**config.mk**
```make
export PLATFORM = sky130hd
export DESIGN_NAME = bmhq_ctrl
export DESIGN_NICKNAME = d
export VERILOG_FILES = /design/src/sv/bmhq_pkg.sv /design/src/sv/bmhq_ctrl.sv
export SDC_FILE = /design/constraint.sdc
export NUM_CORES = 1
export LEC_CHECK = 0
export ABC_AREA = 1
export BUFFER_PORTS_ARGS = -buffer_cell sky130_fd_sc_hd__buf_2
export CAP_MARGIN = 20
export CORE_AREA = 2 2 39 41
export DETAILED_ROUTE_END_ITERATION = 8
export DIE_AREA = 0 0 41 43
export GPL_TIMING_DRIVEN = 0
export PLACE_DENSITY = 0.54
export SYNTH_ARGS = -nofsm -noshare
export SYNTH_HDL_FRONTEND = slang
export SYNTH_SLANG_ARGS = --single-unit
```
**constraint.sdc**
```tcl
create_clock -name clk -period 3 [get_ports clk]
set_input_delay 0.45 -clock clk [delete_from_list [all_inputs] [get_ports clk]]
set_output_delay 0.45 -clock clk [all_outputs]
set_load 0.02 [all_outputs]
```
**src/sv/bmhq_pkg.sv**
```systemverilog
package bmhq_pkg;

	// Default sizing
	localparam int CAPACITY_DEF    = 127;
	localparam int VALUE_WIDTH_DEF = 32;

	// Port field widths
	localparam int IN_VALUE_W  = 32;
	localparam int RESULT_W    = 32;
	localparam int STATUS_W    = 2;
	localparam int COUNT_W     = 7;
	localparam int IN_TDATA_W  = 32;
	localparam int OUT_TDATA_W = 48;

	// Operation codes carried on the slave tuser
	localparam logic OP_INSERT  = 1'b0;
	localparam logic OP_EXTRACT = 1'b1;

	typedef enum logic [STATUS_W-1:0] {
		STATUS_OK    = 2'd0,
		STATUS_EMPTY = 2'd1,
		STATUS_FULL  = 2'd2
	} status_t;

	typedef enum logic [2:0] {
		ST_IDLE,
		ST_EX_LOAD,
		ST_UP_CHK,
		ST_UP_CMP,
		ST_DN_CHK,
		ST_DN_CMP,
		ST_PUSH
	} state_t;

	// Controller to datapath
	typedef struct packed {
		logic start;     // item accepted this cycle
		logic ext_load;  // capture root and last element
		logic up_chk;    // sift-up: finish at root or read parent
		logic up_cmp;    // sift-up: compare with parent, move or settle
		logic dn_chk;    // sift-down: finish at leaf or read children
		logic dn_cmp;    // sift-down: compare with larger child, move or settle
		logic push;      // load result into output register
	} cmd_t;

	// Datapath to controller
	typedef struct packed {
		logic op_ext;
		logic full;
		logic empty;
		logic root;
		logic leaf;
		logic up_gt;
		logic dn_gt;
		logic out_free;
	} sts_t;

endpackage

```
**src/sv/bmhq_ctrl.sv**
```systemverilog
module bmhq_ctrl (
	input  logic           clk,
	input  logic           arst_n,
	input  logic           s_axis_tvalid,
	output logic           s_axis_tready,
	input  bmhq_pkg::sts_t sts,
	output bmhq_pkg::cmd_t cmd
);

	bmhq_pkg::state_t state_q;
	bmhq_pkg::state_t state_d;

	// State register
	always_ff @(posedge clk or negedge arst_n) begin
		if (!arst_n) begin
			state_q <= bmhq_pkg::ST_IDLE;
		end else begin
			state_q <= state_d;
		end
	end

	// Next state and commands
	always_comb begin
		state_d       = state_q;
		cmd           = '0;
		s_axis_tready = 1'b0;
		case (state_q)
			bmhq_pkg::ST_IDLE: begin
				s_axis_tready = 1'b1;
				if (s_axis_tvalid) begin
					cmd.start = 1'b1;
					if (sts.op_ext) begin
						state_d = sts.empty ? bmhq_pkg::ST_PUSH : bmhq_pkg::ST_EX_LOAD;
					end else begin
						state_d = sts.full ? bmhq_pkg::ST_PUSH : bmhq_pkg::ST_UP_CHK;
					end
				end
			end
			bmhq_pkg::ST_EX_LOAD: begin
				cmd.ext_load = 1'b1;
				state_d      = bmhq_pkg::ST_DN_CHK;
			end
			bmhq_pkg::ST_UP_CHK: begin
				cmd.up_chk = 1'b1;
				state_d    = sts.root ? bmhq_pkg::ST_PUSH : bmhq_pkg::ST_UP_CMP;
			end
			bmhq_pkg::ST_UP_CMP: begin
				cmd.up_cmp = 1'b1;
				state_d    = sts.up_gt ? bmhq_pkg::ST_UP_CHK : bmhq_pkg::ST_PUSH;
			end
			bmhq_pkg::ST_DN_CHK: begin
				cmd.dn_chk = 1'b1;
				state_d    = sts.leaf ? bmhq_pkg::ST_PUSH : bmhq_pkg::ST_DN_CMP;
			end
			bmhq_pkg::ST_DN_CMP: begin
				cmd.dn_cmp = 1'b1;
				state_d    = sts.dn_gt ? bmhq_pkg::ST_DN_CHK : bmhq_pkg::ST_PUSH;
			end
			bmhq_pkg::ST_PUSH: begin
				if (sts.out_free) begin
					cmd.push = 1'b1;
					state_d  = bmhq_pkg::ST_IDLE;
				end
			end
			default: begin
				state_d = bmhq_pkg::ST_IDLE;
			end
		endcase
	end

	// Checks
	a_cmd_onehot: assert property (@(posedge clk) disable iff (!arst_n)
		$onehot0(cmd))
		else $error("more than one command at once");

	a_push_wait: assert property (@(posedge clk) disable iff (!arst_n)
		(state_q == bmhq_pkg::ST_PUSH && !sts.out_free) |=> state_q == bmhq_pkg::ST_PUSH)
		else $error("result dropped while output busy");

	a_ready_idle: assert property (@(posedge clk) disable iff (!arst_n)
		s_axis_tready |-> state_q == bmhq_pkg::ST_IDLE)
		else $error("input taken outside idle");

endmodule
```
==> results.py <==
metrics = {
    "timing": {
        "worst_pin_slew_ns": 0.2844,
        "setup_tns_ns": 0,
        "fin_crit_ns": 1.699,
        "whs_ns": 0.01052,
        "max_freq_mhz": 588.6,
        "maxSlewHeadroom_pct": 81.04,
        "hold_violations": 0,
        "drv_slew": 0,
        "skew_ns": 0.0007909,
        "fin_crit_sh_pct": 56.63,
        "rsz0062_at_grt": "no",
        "setup-violations-final": 0,
    },
    "cells_and_area": {
        "antennaDiodeCount": 0,
        "fin_nets": 90,
        "area_delta_synth_final_pct": 41.44,
        "top_register": "state_q",
        "final_util_pct": 33.63,
        "largest_reg_flops": 3,
        "layout-drive-gt1-share_pct": 39.74,
        "top_regs": "state_q: 3 flops",
    },
    "synthesis": {
        "yosys_register_bits": 3,
        "synth_cells": 56,
        "synth_top_area_share_pct": 22.81,
        "synth_edf_count": 0,
        "netlist_top_cells_area": "dfrtp_1, nand2_1, inv_1, nand3_1, nor2_1",
        "synthDistinctLibCells": 16,
        "syn-num-nets": 67,
        "synthMostInstantiatedCell": "nand2_1",
        "synth_top_area_cell": "dfrtp_1",
        "async_flop_share_pct": 100.0,
        "seq_area_frac_synth_pct": 22.81,
        "synth_area_per_cell_um2": 5.876,
        "ys.flop_type": "dfrtp_1",
        "syn_area_um2": 329.1,
        "ys_top_cells_by_count": "nand2_1, inv_1, nor2_1",
        "yosys_warnings": 0,
    },
    "die": {
        "dieArea_um2": 1763,
        "placementRows": 14,
        "die_x_um": 41,
        "die_h_um": 43,
        "coreArea_um2": 1384,
        "initial_core_util_pct": 23.78,
        "ioPinCount": 19,
    },
    "power": {
        "p_leak_nw": 0.2972,
        "power.density_nw_per_um2": 975.5,
        "peakVddDrop_mv": 0.2848,
    },
    "drt": {
        "routedWlPerCell_um": 8.234,
        "wl_um": 774,
        "drt_iter0_drc": 11,
        "ant_nets": 0,
        "firstDrtPassIters": 4,
        "viasPerCell": 4.245,
        "vias": 399,
        "drc": 0,
    },
    "worst_setup_path": {
        "startpoint_type": "flop",
        "cp_data_arrival_time_ns": 1.25,
        "crit_type": "reg -> out",
        "crit_chain": "inv_2 > nand2_2 > nor2_2 > buf_2",
        "end_kind": "output pin",
        "r2r-start": "state_q[0]",
        "critPathRequiredTime_ns": 2.55,
        "worst_r2r_path_depth": 7,
        "max_stage_delay_ns": 0.46,
        "timing.rr.end": "state_q[1]",
        "crit_buf_inv": 2,
        "crit_path_top_delay_cell": "dfrtp_1",
        "reg2reg_slack_ns": 1.80,
        "cp_top_family": "flip-flops",
        "crit_path_end": "cmd[4]",
        "cp-startpoint": "state_q[2]",
        "crit_cells": 4,
        "crit_fanout": 7,
    },
    "cts": {
        "hold_buffers": 0,
        "clock_sinks": 3,
        "clk_pin_slew_ns": 0.04,
        "ctsLongestPathBuffers": 2,
        "clk_latency_ns": 0.22,
        "root_buffer": "clkbuf_4",
        "cts_setup_buffers": 0,
        "cts_buffers": 3,
        "htreeDepth": 1,
        "cts_tree": "done",
        "cts_resized": 0,
    },
    "placement": {
        "post-dp-hpwl_um": 643.7,
        "port_buffers": 18,
        "gp_congestion": 0.8181,
    },
    "global_route": {
        "grt_antenna_before_repair": 0,
        "grt_remaining_overflow": 0,
        "grt_max_degree": 10,
        "first_global_vias": 306,
        "grt_use_total_pct": 8.157,
        "grt_first_pass_wirelength_um": 1076,
    },
    "job": {
        "cap_viol_max_count": 0,
    },
    "status": {
        "status": "complete, no violations",
    },
    "hold_path": {
        "hold_class": "in -> async",
    },
}
-- cells by family after synthesis --
logic type             synth area share [%]
AND/OR/NAND/NOR                       54.75
buffers and inverters                 18.25
flip-flops                            22.81
AO/OA/AOI/OAI                         4.182
-- per-layer routing --
layer	wire length [um]	GRT usage [%]
met5	0	0
met1	361	10.71
met2	360	14.06
met4	0	2.000
met3	53	0
-- layout make-up --
cell class,instances,area (um^2)
fillers,175,918.4
plain buffers,1,11.26
inverters,13,48.80
well taps,16,20.02
repair buffers,18,90.09
flip-flops and latches,3,75.07
multi-input cells,39,193.9
clock buffers,4,26.28
-- power breakdown --
group          total (W)  internal (W)  switching [W]
clock network  0.0000676     0.0000497      0.0000179
registers      0.0000945     0.0000603      0.0000342
logic           0.000292      0.000104       0.000188
-- worst register-to-register path: stages, from the launching register on --
cell	delay [ns]
dfrtp_1	0.36
buf_6	0.14
nor2_1	0.22
nand3_1	0.10
nand2_1	0.10
inv_1	0.06
o21ai_2	0.05
nand2_1	0.06
-- layout by cell type (no fill, tap or decap) --
cell type,synthesis,layout
clkbuf_4,0,3
nand2_1,14,14
nor4_1,1,1
nand3_2,1,1
nor2_2,2,2
nand4_1,2,2
o21ai_2,1,1
inv_1,12,12
dfrtp_1,3,3
nor3_2,1,1
buf_6,1,1
nor3_1,2,2
nand2_2,3,3
o21ai_0,1,1
nand3_1,5,5
inv_2,1,1
clkbuf_1,0,1
nor2_1,6,6
buf_2,0,18
-- how the worst min path moves through the flow --
stage	cells past startpoint	end	slack, ns	from
finish	1	state_q[0]	0.01	arst_n
global route	1	state_q[0]	0.006	arst_n
CTS	1	state_q[0]	0.009	arst_n
detailed placement	1	state_q[0]	0.25	arst_n
global placement	1	state_q[0]	0.25	arst_n
floorplan	0	state_q[0]	0.15	arst_n
-- stage by stage --
stage | power (W) | cell area [um^2] | worst slack, ns | instances
detailed placement | 0.0003880 | 439.2 | 1.545 | 90
global route | 0.0004960 | 465.4 | 1.201 | 94
floorplan | 0.0003118 | 329.1 | 1.351 | 56
CTS | 0.0004572 | 465.4 | 1.299 | 94
finish | 0.0004540 | 465.4 | 1.301 | 94
global placement | 0.0003877 | 439.2 | 1.539 | 90
(Power assumes the default switching activity.)
